**src/hdl/ffha_pkg.sv**
```systemverilog
package ffha_pkg;

  // Table geometry
  localparam int MAX_HOLES = 16;
  localparam int SIZE_BITS = 16;

  // Fixed field widths
  localparam int CNT_W   = 5;
  localparam int IDX_W   = 4;
  localparam int AMT_W   = 16;
  localparam int APB_AW  = 3;
  localparam int APB_DW  = 32;

  // Register word index
  localparam logic [0:0] REG_HOLES_IN_USE = 1'b0;

  // Item kinds
  localparam logic ACT_LOAD  = 1'b0;
  localparam logic ACT_ALLOC = 1'b1;

  typedef logic [SIZE_BITS-1:0] size_t;

  typedef enum logic {
    ST_IDLE,
    ST_BUSY
  } state_t;

  // Per-cycle command broadcast to every cell
  typedef struct packed {
    logic  load;
    logic  alloc;
    size_t amount;
  } cell_cmd_t;

endpackage

```
**src/hdl/first_fit_hole_allocator.sv**
```systemverilog
// First-fit hole allocator. A row of MAX_HOLES cells each holds the free
// size of one hole. A load transaction writes one hole's size; an allocate
// transaction takes the request from the lowest-indexed hole among the first
// holes_in_use (register at byte address 0, values above MAX_HOLES act as
// MAX_HOLES) whose size is at least the request, and returns granted, the hole
// index and the space left. A miss returns all zeros and changes nothing;
// loads return all zeros. Each transaction is first captured into the request
// register; once the output register is free, the compare and take-chain runs
// through the cells and the write-back goes into the chosen cell. The next item
// can be accepted while a result waits in the output register. Allocating from
// a hole that was never loaded gives undefined results.
module first_fit_hole_allocator (
  input  logic                         clk,
  input  logic                         rst,
  // input channel
  input  logic                         in_valid,
  output logic                         in_stall,
  input  logic                         action,
  input  logic [ffha_pkg::IDX_W-1:0]   hole_index,
  input  logic [ffha_pkg::AMT_W-1:0]   amount,
  // output channel
  output logic                         out_valid,
  input  logic                         out_stall,
  output logic                         granted,
  output logic [ffha_pkg::IDX_W-1:0]   chosen_hole,
  output logic [ffha_pkg::AMT_W-1:0]   space_left,
  // configuration
  input  logic                         psel,
  input  logic                         penable,
  input  logic                         pwrite,
  input  logic [ffha_pkg::APB_AW-1:0]  paddr,
  input  logic [ffha_pkg::APB_DW-1:0]  pwdata,
  output logic [ffha_pkg::APB_DW-1:0]  prdata,
  output logic                         pready
);
  import ffha_pkg::*;

  state_t                state, state_next;
  logic [CNT_W-1:0]      holes_in_use;
  logic                  req_action;
  logic [IDX_W-1:0]      req_index;
  logic [AMT_W-1:0]      req_amount;
  logic                  in_take;
  logic                  out_free;
  logic                  eval_go;
  cell_cmd_t             cmd;
  logic [MAX_HOLES:0]    taken;
  logic [MAX_HOLES-1:0]  hit;
  size_t                 left   [MAX_HOLES];
  logic [IDX_W-1:0]      sel_idx;
  size_t                 sel_left;

  // Configuration port
  assign pready = 1'b1;
  assign prdata = (paddr[2] == REG_HOLES_IN_USE) ? APB_DW'(holes_in_use) : '0;

  always_ff @(posedge clk) begin
    if (rst) begin
      holes_in_use <= CNT_W'(MAX_HOLES);
    end else if (psel && penable && pwrite && pready &&
                 paddr[2] == REG_HOLES_IN_USE) begin
      holes_in_use <= pwdata[CNT_W-1:0];
    end
  end

  // Control: next state
  always_comb begin
    state_next = state;
    case (state)
      ST_IDLE: if (in_take) state_next = ST_BUSY;
      ST_BUSY: if (eval_go) state_next = ST_IDLE;
      default: state_next = ST_IDLE;
    endcase
  end

  // Control: outputs
  always_comb begin
    in_stall = 1'b1;
    eval_go  = 1'b0;
    case (state)
      ST_IDLE: in_stall = 1'b0;
      ST_BUSY: eval_go  = out_free;
      default: in_stall = 1'b1;
    endcase
  end

  assign in_take  = in_valid && !in_stall;
  assign out_free = !out_valid || !out_stall;

  always_ff @(posedge clk) begin
    if (rst) begin
      state <= ST_IDLE;
    end else begin
      state <= state_next;
    end
  end

  // Request capture
  always_ff @(posedge clk) begin
    if (in_take) begin
      req_action <= action;
      req_index  <= hole_index;
      req_amount <= amount;
    end
  end

  // Command to the cell row
  always_comb begin
    cmd.load   = eval_go && (req_action == ACT_LOAD);
    cmd.alloc  = eval_go && (req_action == ACT_ALLOC);
    cmd.amount = SIZE_BITS'(req_amount);
  end

  // Cell row with first-fit take chain
  assign taken[0] = 1'b0;

  for (genvar i = 0; i < MAX_HOLES; i++) begin : g_cell
    ffha_cell u_cell (
      .clk       (clk),
      .cmd       (cmd),
      .sel       (32'(req_index) == i),
      .enable    (32'(holes_in_use) > i),
      .taken_in  (taken[i]),
      .taken_out (taken[i+1]),
      .hit       (hit[i]),
      .left      (left[i])
    );
  end

  // Pick index and remainder of the single hitting cell
  always_comb begin
    sel_idx  = '0;
    sel_left = '0;
    for (int i = 0; i < MAX_HOLES; i++) begin
      sel_idx  = sel_idx  | ({IDX_W{hit[i]}} & IDX_W'(i));
      sel_left = sel_left | ({SIZE_BITS{hit[i]}} & left[i]);
    end
  end

  // Output register
  always_ff @(posedge clk) begin
    if (rst) begin
      out_valid <= 1'b0;
    end else if (eval_go) begin
      out_valid <= 1'b1;
    end else if (!out_stall) begin
      out_valid <= 1'b0;
    end
  end

  always_ff @(posedge clk) begin
    if (eval_go) begin
      if ((req_action == ACT_ALLOC) && taken[MAX_HOLES]) begin
        granted     <= 1'b1;
        chosen_hole <= sel_idx;
        space_left  <= AMT_W'(sel_left);
      end else begin
        granted     <= 1'b0;
        chosen_hole <= '0;
        space_left  <= '0;
      end
    end
  end

  // Checks; hit is only meaningful while an allocate is evaluated
  a_hit_onehot: assert property (@(posedge clk) disable iff (rst)
    cmd.alloc |-> $onehot0(hit))
    else $error("more than one cell claims the request");

  a_hit_chain: assert property (@(posedge clk) disable iff (rst)
    cmd.alloc |-> ((hit != '0) == taken[MAX_HOLES]))
    else $error("take chain disagrees with hit vector");

  a_accept_busy: assert property (@(posedge clk) disable iff (rst)
    in_take |=> (state == ST_BUSY))
    else $error("accepted item not held for evaluation");

  a_eval_out: assert property (@(posedge clk) disable iff (rst)
    eval_go |=> out_valid)
    else $error("evaluated item produced no result");

  a_miss_zero: assert property (@(posedge clk) disable iff (rst)
    (out_valid && !granted) |-> (chosen_hole == '0 && space_left == '0))
    else $error("non-granted result carries nonzero fields");

endmodule

```
**src/hdl/ffha_cell.sv**
```systemverilog
module ffha_cell (
  input  logic              clk,
  input  ffha_pkg::cell_cmd_t cmd,
  input  logic              sel,
  input  logic              enable,
  input  logic              taken_in,
  output logic              taken_out,
  output logic              hit,
  output ffha_pkg::size_t   left
);
  import ffha_pkg::*;

  size_t size_q;
  logic  fits;

  // Fit test against the broadcast request
  assign fits      = enable && (size_q >= cmd.amount);
  assign left      = size_q - cmd.amount;
  assign hit       = fits && !taken_in;
  assign taken_out = taken_in || fits;

  // Hole size storage: load or first-fit take
  always_ff @(posedge clk) begin
    if (cmd.load && sel) begin
      size_q <= cmd.amount;
    end else if (cmd.alloc && hit) begin
      size_q <= left;
    end
  end

endmodule

```
**config.mk**
```make
export PLATFORM = sky130hd
export DESIGN_NAME = first_fit_hole_allocator
export DESIGN_NICKNAME = d
export VERILOG_FILES = /design/src/hdl/ffha_pkg.sv /design/src/hdl/first_fit_hole_allocator.sv /design/src/hdl/ffha_cell.sv
export SDC_FILE = /design/constraint.sdc
export NUM_CORES = 1
export LEC_CHECK = 0
export BUFFER_PORTS_ARGS = -buffer_cell sky130_fd_sc_hd__buf_2
export CORE_MARGIN = 5
export CORE_UTILIZATION = 38
export CTS_CLUSTER_DIAMETER = 80
export DETAILED_ROUTE_END_ITERATION = 8
export SKIP_LAST_GASP = 1
export SYNTH_ARGS = -nofsm -noshare
export SYNTH_HDL_FRONTEND = slang
export SYNTH_SLANG_ARGS = --single-unit
```
**constraint.sdc**
```tcl
create_clock -name clk -period 14.1 [get_ports clk]
set_clock_uncertainty 0.05 [all_clocks]
set_input_delay 3.525 -clock clk [delete_from_list [all_inputs] [get_ports clk]]
set_output_delay 3.525 -clock clk [all_outputs]
set_load 0.02 [all_outputs]
```
# == After elaboration in Yosys (flattened, before gate mapping) ==
# Index checks and enable logic that the tools add are counted.
# word_totals
ramBits,0
mem_count,0
reg_bits,305
elab_cells,298
romBits,0
latch_bits,0
output_inout_bits,56
# classes
n_addsub,16
bitwise_logic,48
div_mod_pow,0
eq_ne,16
mul,0
order_cmp,32
shifts,0
muxes,41
n_reduce_logical,120
# op_table
operator,n
16-bit 2-to-1 mux,32
16-bit bitwise AND,16
16-bit >= comparator,16
16-bit subtractor,16
16-bit bitwise OR,15
1-bit logical AND,70
"5-bit by 4-bit > comparator with 1-bit output, second input constant",8
"4-bit equality test, second input constant",8
2-bit nonzero test,16
4-bit bitwise OR,7
"5-bit by 3-bit > comparator with 1-bit output, second input constant",4
1-bit zero test,17
"4-bit by 3-bit equality test with 1-bit output, second input constant",4
1-bit logical OR,16
"5-bit by 1-bit > comparator with 1-bit output, second input constant",2
"5-bit by 2-bit > comparator with 1-bit output, second input constant",2
3-bit bitwise OR,3
"4-bit by 2-bit equality test with 1-bit output, second input constant",2
1-bit 2-to-1 mux,7
5-bit 2-to-1 mux,1
"4-bit by 1-bit equality test with 1-bit output, second input constant",1
4-bit zero test,1
3-bit by 4-bit bitwise OR with 4-bit output,1
1-bit inverter,3
other kinds (5),5

# == Depth between registers and ports, before layout ==
# logic_depth
ltp_word,21
ltp_mapped,17

# == Modules after synthesis ==
# From an unflattened synthesis, not the netlist that was laid out.
# unflattened
cells_unflattened,3593
area_unflattened_um2,30700.7
# modules_own_cells
mod,cells_per_inst,n_inst,seq_area_each_um2,area_per_inst_um2
ffha_cell (g_cell[0].u_cell ...),201,9,480.5,1670.4
ffha_cell (g_cell[5].u_cell ...),216,3,480.5,1815.5
first_fit_hole_allocator,365,1,1401.3,3624.7
ffha_cell (g_cell[7].u_cell ...),179,2,480.5,1534.0
ffha_cell (g_cell[4].u_cell),216,1,480.5,1839.3
ffha_cell (g_cell[11].u_cell),197,1,480.5,1689.1

# == Worst setup path before layout ==
# OpenSTA, ideal clock, no wires.
# synth_path
kind,in2out
start,input paddr[2] (netlist name)
end,output prdata[0] (netlist name)
setup_slack_ns,6.696
path_stages,1
n_path_buf,0
arrival_time_ns,3.829
t_required_ns,10.525
path_cell_list,nor2b_1
# synth_via
elab_chain_cells,1
# synth_rtl
item,line_no,source
from (decl),first_fit_hole_allocator.sv:31,"input logic [ffha_pkg::APB_AW-1:0] paddr,"
5-bit 2-to-1 mux,first_fit_hole_allocator.sv:55,assign prdata = (paddr[2] == REG_HOLES_IN_USE) ? APB_DW'(holes_in_use) : '0;
to (decl),first_fit_hole_allocator.sv:33,"output logic [ffha_pkg::APB_DW-1:0] prdata,"
# Every way passes these cells.

# == Worst setup path after layout ==
# layout_path
start,input paddr[2] (netlist name)
end,output prdata[3] (netlist name)
# The elaborated chain is that of the path after synthesis.

==> summary.md <==
| Metric | Value |
|---|---|
| Leading area contributor after synthesis | edfxtp_1 |
| Rel. slew slack | between 20% and 30% |
| Worst Setup SP | paddr[2] |
| Main synth FF type | edfxtp_1 |
| Vias per std cell | 6.00 |
| # DRC | 0 |
| Pwr Density | 99.0 mW/mm^2 |
| Vias in the first global route | 21500 |
| Area contributors post-synth | edfxtp_1 (34%), ha_1 (12%), o21ai_0 (6.5%) |
| Run status | complete, no violations |
| Area grow syn2layout | 9.89% |
| Synth warn | 0 |
| Setup Buffers After CTS | 0 |
| Slowest stage delay, CP | 0.17 ns |
| TritonCTS Buffers | 40 |
| Leakage | 11.1 nW |
| First-pass GRT wire length | 138 mm |
| Most frequent cells after synthesis | nand2_1 (371), o21ai_0 (337), edfxtp_1 (298) |
| Post-DR wirelength/cell | ~24 um |
| Placed instance count | 3810 |
| Post-synth EDFFs | 298 |
| Final Cell Area | roughly 0.029 mm^2 |
| Final Setup Violations | 0 |
| Grt met3 use | 4.32% |
| Hold depth | 2 |
| Critical path depth | 3 |
| Sequential element share of the synthesized area | a little over a third |
| Hold endpoint | out_valid$_SDFFE_PP0P_ |
| H-tree depth | 2 |
| Fin crit period | 7.57 ns |
| Final period util | a little over half |
| Max-capacitance violation count | 0 |
| GR Util met2 | 37.9% |
| CP endpoint kind | output port |
| Total track usage | between 20% and 30% |
| Die H | around 270 um |
| Post-CTS Resized | 0 |
| Synth cell types | approximately 100 |
| Largest net degree at the start of global routing | 33 |
| Initial DRC Count | 2418 |
| Min Hold Slack | around 0.46 ns |
| Initial antenna violation count | 0 |
| Die Width | 271 um |
| Util after Layout | 42.3% |
| Via count | roughly 23000 |
| GRT busiest layer | met2 |
| Req. time, crit path | approximately 11 ns |
| Yosys top cell area share | 34.5% |
| Worst R2R Start | req_amount[10]$_DFFE_PP_ |
| Starting density of the core | 38.5% |
| Cells after Synth | 2921 |
| Clock sink count | 305 |
| Clock slew at reported path FFs | approximately 0.06 ns |
| Critical path type | in -> out |
| Num rows | 95 |
| # fillers | 6676 |
| Crit path top cell by count | buf_2 |
| Worst path buffer plus inverter count | 2 |
| Diode count | 0 |
| Post-DRT Antenna Nets | 0 |
| Share of cells above drive strength 1 | under 10% |
| TritonCTS clock tree | yes |
| Crit Path Max Fanout | 6 |
| Synth Register Bits | 305 |
| Final Hold Viols | 0 |
| IO Pins | 119 |
| Global placement routability congestion | 0.972 |
| I/O Buffers | 61 |
| Mapped cell area | approximately 0.026 mm^2 |
| WL final | 94.5 mm |
| Cell count of the worst reg-to-reg path | 14 |
| CTS max path bufs | 3 |
| Worst-margin pin slew | ~1.2 ns |
| Syn avg cell area | about 8.9 um^2 |
| Final setup margin | roughly 6.5 ns |
| Fmax | 132 MHz |
| Slowest cell on crit path | buf_2 |
| Layout Nets | 3314 |
| Crit-path cells | buf_2, nor2b_1, buf_2 |
| Cts hold-fix bufs | 0 |
| Clock Latency Late Sink | 0.58 ns |
| GRT overflow | 0 |
| Fin. max-slew vios | 0 |
| Non-filler cells, final | a little under 4000 |
| CP delay by family, top | buffers and inverters |
| R2r setup slk | 6.92 ns |
| Crit path DAT | 3.99 ns |
| DP Wirelength | 69.7 mm |
| Met1 Usage GRT | between 30% and 40% |
| Worst min path class | reg -> reg |
| Place WS | 6.50 ns |
| Clk root buf | clkbuf_16 |
| RSZ-0062 raised after global routing | no |
| Placed inst area | 0.0273 mm^2 |
| Most frequent cell after synthesis | nand2_1 |
| RR Endpoint | space_left[13]$_SDFFCE_PN0P_ |
| Total power | 2.83 mW |
| Setup TNS | 0 ns |
| Post-synth ARST share | 0% |
| Worst vdd ir | 99.2 uV |
| Core ar. | 0.0675 mm^2 |
| Hold wc startpoint | out_valid$_SDFFE_PP0P_ |
| DRT Pass-1 Iters | 6 |
| Critical Path Start Type | input pin |
| Die ar. | 0.0737 mm^2 |
## worst register-to-register path: stages, from the launching register on
cell and delay [ns]:
edfxtp_1 0.88, inv_1 0.59, buf_4 0.44, ha_1 0.42, o21ai_0 0.17, nor2_1 0.08, o41ai_1 0.41, nand4_1 0.24
a211oi_2 0.81, nand4_1 0.69, nor4_2 1.10, nand2_1 0.33, o211ai_1 0.23, nor4_1 0.12, a31oi_1 0.39
## cells by family after synthesis
family | share of synthesized area, %
buffers and inverters | 4.00
xor gates and xnor gates | 6.81
muxes | 0.583
and+or+nand+nor | 16.6
other | 0.0289
adders and majority gates | 13.6
AOI/OAI and AO/OA | 23.4
DFF | 35.0
## layout by cell type (no fill, tap or decap), drive strengths merged, types with 49 or more instances in the layout
cell type	count
xor2	68
a21o	64
nand2	372
nor3	49
nor2	213
nand3	53
ha	256
a21oi	214
xnor2	134
edfxtp	298
buf	118
o21ai	339
clkbuf	53
inv	106
## report_power, final
part | switching [mW] | total [mW] | internal, mW | leakage [nW]
logic | 0.490 | 0.748 | 0.258 | 7.73
registers | 0.0226 | 1.06 | 1.04 | 2.76
clock network | 0.430 | 1.01 | 0.584 | 0.594
## sequential cells by signal, summed over array words and instances (netlist names), 4 cells and up
name                  count
req_amount               16
g_cell.u_cell.size_q    256
req_index                 4
holes_in_use              5
chosen_hole               4
space_left               16
## cell type report
| class | count | area (um^2) | area share (%) |
|---|---|---|---|
| sequential | 305 | 9090 | 31.8 |
| clock inverter | 18 | 180 | 0.631 |
| tap | 873 | 1090 | 3.83 |
| inverter | 110 | 413 | 1.45 |
| clock buffer | 53 | 1060 | 3.71 |
| timing repair buffer | 118 | 733 | 2.57 |
| multi-input combinational | 2404 | 16000 | 56.0 |
## layer usage
layer / vias to the layer above / routed length (um)
met3: 219 / 7960
met4: 0 / 4630
met5: - / 0
met1: 11100 / 41000
met2: 971 / 41000
li1: 11000 / -
## how the worst max path moves through the flow
stage	to	slack, ns
after floorplan	prdata[0]	6.70
final	prdata[3]	6.53
after global routing	prdata[4]	6.45
after global placement	prdata[1]	6.50
after CTS	prdata[1]	6.50
after detailed placement	prdata[1]	6.50
Note: power is estimated with default switching activity, not from simulation.
